[src/design/pvdd_pkg.sv]
`timescale 1ns / 1ps
// shared types and constants for the varint delta sample decoder
// no dependencies

package pvdd_pkg;

  localparam int MaxCounters = 8;
  localparam int NumCols     = MaxCounters + 1;
  localparam int ColW        = $clog2(NumCols);
  localparam int ValW        = 64;
  localparam int PendW       = 4;
  localparam int LeadBits    = 6;
  localparam logic [LeadBits-1:0] LeadMask = 6'h3F;

  localparam int FifoDepth = 32;
  localparam int FifoAddrW = $clog2(FifoDepth);
  localparam int FifoPtrW  = FifoAddrW + 1;

  typedef enum logic [1:0] {
    CodeShort = 2'd0,
    CodeMid   = 2'd1,
    CodeLong  = 2'd2,
    CodeFull  = 2'd3
  } lead_code_e;

  typedef struct packed {
    logic [ColW-1:0] column;
    logic [ValW-1:0] value;
    logic            row_last;
  } fifo_entry_t;

  localparam int EntryW = $bits(fifo_entry_t);

  // push: a column result is written, drop: discard the unfinished row
  typedef struct packed {
    logic push;
    logic drop;
  } fifo_ctrl_t;

  function automatic logic [PendW-1:0] extra_bytes(input lead_code_e code);
    logic [PendW-1:0] n;
    unique case (code)
      CodeShort: n = 4'd0;
      CodeMid:   n = 4'd2;
      CodeLong:  n = 4'd3;
      CodeFull:  n = 4'd8;
      default:   n = 4'd0;
    endcase
    return n;
  endfunction

endpackage

[src/design/pvdd_ram.sv]
`timescale 1ns / 1ps
// generic single-write, single-read ram with registered read data
// no dependencies

module pvdd_ram #(
  parameter int Width = 8,
  parameter int Depth = 16
) (
  input  logic                     clk_i,
  input  logic                     we_i,
  input  logic [$clog2(Depth)-1:0] waddr_i,
  input  logic [Width-1:0]         wdata_i,
  input  logic                     re_i,
  input  logic [$clog2(Depth)-1:0] raddr_i,
  output logic [Width-1:0]         rdata_o
);

  logic [Width-1:0] mem_q [Depth];
  logic [Width-1:0] rdata_q;

  always_ff @(posedge clk_i) begin
    if (we_i) begin
      mem_q[waddr_i] <= wdata_i;
    end
    if (re_i) begin
      rdata_q <= mem_q[raddr_i];
    end
  end

  assign rdata_o = rdata_q;

endmodule

[src/design/pvdd_row_fifo.sv]
`timescale 1ns / 1ps
// result buffer: column results are staged until their row is complete,
// then released to the output channel; uses pvdd_pkg and pvdd_ram

module pvdd_row_fifo (
  input  logic                          clk_i,
  input  logic                          rst_ni,
  input  pvdd_pkg::fifo_ctrl_t          ctrl_i,
  input  pvdd_pkg::fifo_entry_t         entry_i,
  output logic [pvdd_pkg::FifoPtrW-1:0] used_o,
  output logic                          valid_o,
  input  logic                          stall_i,
  output pvdd_pkg::fifo_entry_t         entry_o
);

  logic [pvdd_pkg::FifoPtrW-1:0] wr_q, wr_d;
  logic [pvdd_pkg::FifoPtrW-1:0] commit_q, commit_d;
  logic [pvdd_pkg::FifoPtrW-1:0] rd_q, rd_d;
  logic                          valid_q, valid_d;
  logic                          avail;
  logic                          re;
  logic [pvdd_pkg::EntryW-1:0]   wr_bits;
  logic [pvdd_pkg::EntryW-1:0]   rd_bits;

  always_comb begin
    wr_d     = wr_q;
    commit_d = commit_q;
    if (ctrl_i.drop) begin
      // a row finished in the same cycle still goes out
      if (ctrl_i.push && entry_i.row_last) begin
        wr_d     = wr_q + 1'b1;
        commit_d = wr_q + 1'b1;
      end else begin
        wr_d = commit_q;
      end
    end else if (ctrl_i.push) begin
      wr_d = wr_q + 1'b1;
      if (entry_i.row_last) begin
        commit_d = wr_q + 1'b1;
      end
    end
  end

  // ram read register doubles as the output register
  assign avail   = commit_q != rd_q;
  assign re      = avail && (!valid_q || !stall_i);
  assign rd_d    = re ? rd_q + 1'b1 : rd_q;
  assign valid_d = (!valid_q || !stall_i) ? avail : valid_q;

  always_ff @(posedge clk_i or negedge rst_ni) begin
    if (!rst_ni) begin
      wr_q     <= '0;
      commit_q <= '0;
      rd_q     <= '0;
      valid_q  <= 1'b0;
    end else begin
      wr_q     <= wr_d;
      commit_q <= commit_d;
      rd_q     <= rd_d;
      valid_q  <= valid_d;
    end
  end

  assign wr_bits = entry_i;

  pvdd_ram #(
    .Width(pvdd_pkg::EntryW),
    .Depth(pvdd_pkg::FifoDepth)
  ) u_buf_ram (
    .clk_i  (clk_i),
    .we_i   (ctrl_i.push),
    .waddr_i(wr_q[pvdd_pkg::FifoAddrW-1:0]),
    .wdata_i(wr_bits),
    .re_i   (re),
    .raddr_i(rd_q[pvdd_pkg::FifoAddrW-1:0]),
    .rdata_o(rd_bits)
  );

  assign used_o  = wr_q - rd_q;
  assign valid_o = valid_q;
  assign entry_o = pvdd_pkg::fifo_entry_t'(rd_bits);

endmodule

[src/design/prefix_varint_delta_sample_decoder_core.sv]
`timescale 1ns / 1ps
// top level of the varint delta sample decoder
// uses pvdd_pkg, pvdd_ram and pvdd_row_fifo
//
// Input channel: one byte of the encoded stream per transaction, with
// first_of_message marking the start of a message (clears column sums,
// column position and any partial delta, then the byte is decoded).
// Output channel: one transaction per column of a finished row, columns
// 0..counter_count (capped at 8) in order, row_last set on the final column.
// Configuration: cfg_we_i writes counter_count; write only while idle.
// Throughput: one input byte per cycle while in_stall_o is low. Each
// finished delta does one read-modify-write of the column sum memory
// (read, then add and write in the next cycle); consecutive deltas hit
// different columns, so no forwarding is needed. Results go into a
// 32-entry buffer. Result path: the results of a row pass the add stage,
// the buffer and its read register, one per cycle while not stalled.
// Stall: in_stall_o rises when the result buffer cannot take more; an
// output stall holds the result and after enough rows stalls the input.
// Reset: counter_count is zero (decoding off), sums read as zero, the
// buffer is empty; no clearing pass is needed.

module prefix_varint_delta_sample_decoder_core (
  input  logic                        clk_i,
  input  logic                        rst_ni,
  input  logic                        cfg_we_i,
  input  logic [3:0]                  cfg_wdata_i,
  input  logic                        in_valid_i,
  output logic                        in_stall_o,
  input  logic [7:0]                  data_byte_i,
  input  logic                        first_of_message_i,
  output logic                        out_valid_o,
  input  logic                        out_stall_i,
  output logic [pvdd_pkg::ColW-1:0]   column_o,
  output logic [pvdd_pkg::ValW-1:0]   value_o,
  output logic                        row_last_o
);

  logic [3:0]                    cc_q;
  logic [pvdd_pkg::PendW-1:0]    pend_q, pend_d, pend_base;
  logic [pvdd_pkg::ValW-1:0]     pd_q, pd_d, pd_base;
  logic [pvdd_pkg::ColW-1:0]     ci_q, ci_d, ci_base;
  logic [pvdd_pkg::NumCols-1:0]  vld_q;

  logic                          s2_valid_q;
  logic [pvdd_pkg::ColW-1:0]     s2_col_q;
  logic [pvdd_pkg::ValW-1:0]     s2_delta_q;
  logic                          s2_last_q;
  logic                          s2_fresh_q;

  logic                          accept;
  logic                          clear;
  logic                          done;
  logic [pvdd_pkg::ValW-1:0]     delta;
  logic [pvdd_pkg::ColW-1:0]     last_col;
  logic [pvdd_pkg::ColW-1:0]     col;
  logic                          col_last;
  pvdd_pkg::lead_code_e          code;
  logic [pvdd_pkg::PendW-1:0]    extra;

  logic [pvdd_pkg::ValW-1:0]     sum_rdata;
  logic [pvdd_pkg::ValW-1:0]     s2_sum;
  logic [pvdd_pkg::FifoPtrW-1:0] used;
  logic [pvdd_pkg::FifoPtrW:0]   fill;
  pvdd_pkg::fifo_ctrl_t          fifo_ctrl;
  pvdd_pkg::fifo_entry_t         push_entry;
  pvdd_pkg::fifo_entry_t         out_entry;

  assign accept = in_valid_i && !in_stall_o;
  assign clear  = accept && first_of_message_i;

  // counters above the maximum act as the maximum
  assign last_col = (cc_q > 4'(pvdd_pkg::MaxCounters))
                    ? pvdd_pkg::ColW'(pvdd_pkg::MaxCounters)
                    : cc_q[pvdd_pkg::ColW-1:0];

  assign pend_base = first_of_message_i ? '0 : pend_q;
  assign pd_base   = first_of_message_i ? '0 : pd_q;
  assign ci_base   = first_of_message_i ? '0 : ci_q;
  assign col       = (ci_base > last_col) ? '0 : ci_base;
  assign col_last  = col == last_col;
  assign code      = pvdd_pkg::lead_code_e'(data_byte_i[7:6]);
  assign extra     = pvdd_pkg::extra_bytes(code);

  always_comb begin
    pend_d = pend_q;
    pd_d   = pd_q;
    ci_d   = ci_q;
    done   = 1'b0;
    delta  = '0;
    if (cfg_we_i) begin
      pend_d = '0;
      pd_d   = '0;
      ci_d   = '0;
    end else if (accept) begin
      pend_d = pend_base;
      pd_d   = pd_base;
      ci_d   = ci_base;
      if (cc_q != 4'd0) begin
        if (pend_base == '0) begin
          delta  = (code == pvdd_pkg::CodeFull) ? '0 :
                   {{(pvdd_pkg::ValW-pvdd_pkg::LeadBits){1'b0}},
                    data_byte_i[pvdd_pkg::LeadBits-1:0] & pvdd_pkg::LeadMask};
          pend_d = extra;
          done   = extra == '0;
        end else begin
          delta  = {pd_base[pvdd_pkg::ValW-9:0], data_byte_i};
          pend_d = pend_base - 1'b1;
          done   = pend_base == pvdd_pkg::PendW'(1);
        end
        pd_d = delta;
        if (done) begin
          pd_d = '0;
          ci_d = col_last ? '0 : col + 1'b1;
        end
      end
    end
  end

  always_ff @(posedge clk_i or negedge rst_ni) begin
    if (!rst_ni) begin
      cc_q       <= '0;
      pend_q     <= '0;
      pd_q       <= '0;
      ci_q       <= '0;
      vld_q      <= '0;
      s2_valid_q <= 1'b0;
    end else begin
      if (cfg_we_i) begin
        cc_q <= cfg_wdata_i;
      end
      pend_q     <= pend_d;
      pd_q       <= pd_d;
      ci_q       <= ci_d;
      s2_valid_q <= done;
      if (clear) begin
        vld_q <= '0;
      end else if (s2_valid_q) begin
        vld_q[s2_col_q] <= 1'b1;
      end
    end
  end

  always_ff @(posedge clk_i) begin
    if (done) begin
      s2_col_q   <= col;
      s2_delta_q <= delta;
      s2_last_q  <= col_last;
      s2_fresh_q <= first_of_message_i || !vld_q[col];
    end
  end

  // sum memory read-modify-write, the read was issued with the last byte
  assign s2_sum = (s2_fresh_q ? '0 : sum_rdata) + s2_delta_q;

  pvdd_ram #(
    .Width(pvdd_pkg::ValW),
    .Depth(pvdd_pkg::NumCols)
  ) u_sum_ram (
    .clk_i  (clk_i),
    .we_i   (s2_valid_q && !clear),
    .waddr_i(s2_col_q),
    .wdata_i(s2_sum),
    .re_i   (done),
    .raddr_i(col),
    .rdata_o(sum_rdata)
  );

  assign fifo_ctrl.push      = s2_valid_q;
  assign fifo_ctrl.drop      = clear || cfg_we_i;
  assign push_entry.column   = s2_col_q;
  assign push_entry.value    = s2_sum;
  assign push_entry.row_last = s2_last_q;

  pvdd_row_fifo u_row_fifo (
    .clk_i  (clk_i),
    .rst_ni (rst_ni),
    .ctrl_i (fifo_ctrl),
    .entry_i(push_entry),
    .used_o (used),
    .valid_o(out_valid_o),
    .stall_i(out_stall_i),
    .entry_o(out_entry)
  );

  // leave room for the result still in the add stage and the next one
  assign fill       = {1'b0, used} + {{pvdd_pkg::FifoPtrW{1'b0}}, s2_valid_q};
  assign in_stall_o = fill >= (pvdd_pkg::FifoPtrW + 1)'(pvdd_pkg::FifoDepth);

  assign column_o   = out_entry.column;
  assign value_o    = out_entry.value;
  assign row_last_o = out_entry.row_last;

endmodule

[config.mk]
export PLATFORM = sky130hd
export DESIGN_NAME = prefix_varint_delta_sample_decoder_core
export DESIGN_NICKNAME = d
export VERILOG_FILES = /design/src/design/pvdd_pkg.sv /design/src/design/pvdd_ram.sv /design/src/design/pvdd_row_fifo.sv /design/src/design/prefix_varint_delta_sample_decoder_core.sv
export SDC_FILE = /design/constraint.sdc
export NUM_CORES = 2
export LEC_CHECK = 0
export BUFFER_PORTS_ARGS = -buffer_cell sky130_fd_sc_hd__buf_2
export CAP_MARGIN = 10
export CORE_MARGIN = 4
export CORE_UTILIZATION = 59
export CTS_BUF_LIST = sky130_fd_sc_hd__clkbuf_2
export DETAILED_ROUTE_END_ITERATION = 10
export PLACE_DENSITY = 0.78
export SLEW_MARGIN = 15
export SYNTH_ARGS = -nofsm -noshare
export SYNTH_HDL_FRONTEND = slang
export SYNTH_SLANG_ARGS = --single-unit
[constraint.sdc]
create_clock -name clk_i -period 10.7 [get_ports clk_i]
set_input_delay 1.605 -clock clk_i [delete_from_list [all_inputs] [get_ports clk_i]]
set_output_delay 1.605 -clock clk_i [all_outputs]
set_load 0.02 [all_outputs]
==> metrics.cfg <==
[drt]
first_pass_iters=6
avgViaCountPerCell=6.51
drt_iter0_markers=9015
wirelength_mm=299
remaining_drc_errors=0
vias=64800
routedWlPerCell_um=30.0
drtAntennaViolNets=0

[placement]
dp_cells=8659
port_buffers=88
gp_congestion=0.876
dp_slack_ns=3.73
dp_hpwl_mm=155

[critical_path]
required_ns=9.10
worstSetupEndpointType=output pin
cp_max_fo=34
start_kind=register
path_class=register to output pin
cp.arrival_ns=5.08

[timing]
clock.fmax_mhz=150
setup_viol=0
slew_violations=0
hold_violations=0
worst_pin_slew_ns=1.28
finalSetupTns_ns=0
finClkSkew_ns=0.188
setup_ws_ns=4.02
period_minus_slack_ns=6.68
relSlewSlack_pct=14.8
fin_crit_sh_pct=62.4
rsz0062_at_grt=no

[power_and_ir_drop]
ir_drop_mv=0.237
p_leak_uw=0.0445
p_per_area_mw_per_mm2=211

[clock_tree]
cts_max_level=6
cts_root_buf=clkbuf_2
clockBufferDepth=4
cts_resized=0
path_clk_slew_ns=0.11
cts_tree=built
cts_buffers=727
clk-insertion-delay-late_ns=1.99
clock_sinks=3084

[run]
max_cap_viol_count=0

[global_route]
overflow=0
grt_pass1_vias=65900
grt_max_degree=151
grt_usage_pct=28.4
antenna_found_initial=5
grt_pass1_wl_mm=435

[synthesis]
synthCells=6021
synth_common_cells=edfxtp_1, mux4_2, nand2_1, clkbuf_1, nand3_1
synth.distinct_cells=82
syn_nets=6127
post-synth-top-count-cell=edfxtp_1
synth_edf_count=2987
syn_avg_cell_area_um2=20.0
synthArstFlopShare_pct=3.15
synth_ff_type=edfxtp_1
synth_warnings=0
synthTopCellsByArea=edfxtp_1, mux4_2, dfrtp_1
yosys.area.top_type=edfxtp_1
netlist.area_leader.share_pct=74.3
ys_seq_area_share_pct=76.3
synth_area_mm2=0.121
ys_seq_elements=3084

[final_layout]
final_cells=9949
nFillCells=13200
multi_input_area_mm2=0.0280
regArea_mm2=0.0921
drive_above_1_share_pct=30.9
fin_nets=6847
syn2layout_area_growth_pct=9.56

[worst_hold_path]
hold_class=primary input to register

[floorplanning]
core_area_mm2=0.203
io-pin-count=89
start_util_pct=59.5
dieArea_mm2=0.212
die_h_um=460
fp-row-count=165
die_x_um=460

[outcome]
status=completed

worst max-delay path, cell delays in order, from the launching register on:
cell and delay (ns):
dfrtp_4 0.90, ha_1 0.29, inv_1 0.05, fa_1 0.42
a211oi_2 0.24, xnor2_1 0.14, and4_1 0.20, o2111ai_1 0.15
nor2_1 0.11, nand3_1 0.27, and2_1 0.24, buf_2 0.15
cell type report:
class | count | share of cell area (%)
Inverter | 49 | 0.158
Timing Repair Buffer | 308 | 1.68
Tap cell | 2672 | 2.53
Clock inverter | 208 | 0.801
Antenna cell | 4 | 0.00757
Multi-Input combinational cell | 2571 | 21.2
Clock buffer | 1053 | 3.99
Sequential cell | 3084 | 69.7
cells in the final DEF (no fill, tap or decap), drive strengths merged, types with 9 or more instances in the layout:
| master | Yosys | routed |
|---|---|---|
| clkinv | 0 | 186 |
| a21o | 40 | 40 |
| and3 | 25 | 25 |
| nor2b | 74 | 74 |
| dfrtp | 97 | 97 |
| a21oi | 101 | 101 |
| a311oi | 21 | 21 |
| dlygate4sd3 | 0 | 22 |
| nand3 | 117 | 117 |
| nor2 | 88 | 88 |
| nand2 | 634 | 634 |
| inv | 49 | 56 |
| a32o | 9 | 9 |
| and2 | 63 | 63 |
| a31oi | 51 | 51 |
| a22o | 50 | 50 |
| nand4 | 23 | 23 |
| edfxtp | 2987 | 2987 |
| a221oi | 48 | 48 |
| mux4 | 710 | 710 |
| nor3 | 16 | 16 |
| buf | 110 | 286 |
| xor2 | 29 | 29 |
| xnor2 | 58 | 58 |
| a211oi | 11 | 11 |
| nand2b | 14 | 14 |
| clkbuf | 207 | 1053 |
| mux2i | 89 | 89 |
| ha | 86 | 86 |
| o21ai | 128 | 128 |
cells by family (layout without fill, tap and decap cells):
kind of cell	count (synthesis)	count (layout)	synth area share (%)
AOI/OAI and AO/OA	520	520	2.97
xor gates and xnor gates	87	87	0.631
adders and majority gates	88	88	0.925
buffers and inverters	366	1618	1.19
DFF	3084	3084	76.3
muxes	803	803	14.0
other	0	4	0
and+or+nand+nor	1073	1073	3.95
state kept, by name, summed over array words and instances, names as in the netlist, 9 cells and up:
register,cells
pd_q,56
s2_delta_q,64
u_row_fifo.u_buf_ram.mem_q,2208
u_row_fifo.u_buf_ram.rdata_o,69
u_sum_ram.mem_q,576
u_sum_ram.rdata_o,64
vld_q,9
final timing paths:
path / start / endpoint / slack (ns) / cells past startpoint
min in group asynchronous: rst_ni / pd_q[15] / 0.71 / 3
worst max-delay path: u_row_fifo.rd_q[0] / in_stall_o / 4.02 / 11
worst min-delay path: first_of_message_i / pend_q[2] / 0.27 / 3
worst min register to register: u_sum_ram.mem_q[8][0] / u_sum_ram.rdata_o[0] / 0.50 / 2
max in group asynchronous: rst_ni / u_row_fifo.rd_q[2] / 8.58 / 4
worst max register to register: u_row_fifo.rd_q[0] / u_sum_ram.mem_q[3][11] / 4.61 / 12
per-layer routing:
layer	wire (um)	GRT usage (%)	up-vias
li1	-	-	26400
met1	106000	38.3	33000
met2	148000	46.3	4693
met3	34500	6.34	659
met4	10200	10.4	0
met5	0	0	-
per-stage QoR:
stage | util, % | total power, uW | hold slack [ns] | instance area [um2]
detailed placement | 62.0 | 20900 | 0.475 | 126000
global placement | 62.0 | 20800 | 0.463 | 126000
CTS | 65.2 | 28200 | 0.0328 | 132000
floorplan | - | 19000 | 0.442 | 121000
global route | 65.2 | 29300 | 0.152 | 132000
finish | 65.2 | 28000 | 0.265 | 132000
report_power, final:
group / total [uW] / internal (uW) / switching, uW / leakage [uW]
clock network: 7340 / 2820 / 4530 / 0.00488
logic: 6780 / 3160 / 3630 / 0.0112
registers: 13800 / 13600 / 218 / 0.0284
total: 28000 / 19600 / 8370 / 0.0445
timing repair:
action / in CTS / in global routing
hold buffers: 22 / 0
hold endpoints to repair: 52 / 0
buffers inserted: 0 / 0
Note: power is estimated with default switching activity, not from simulation.
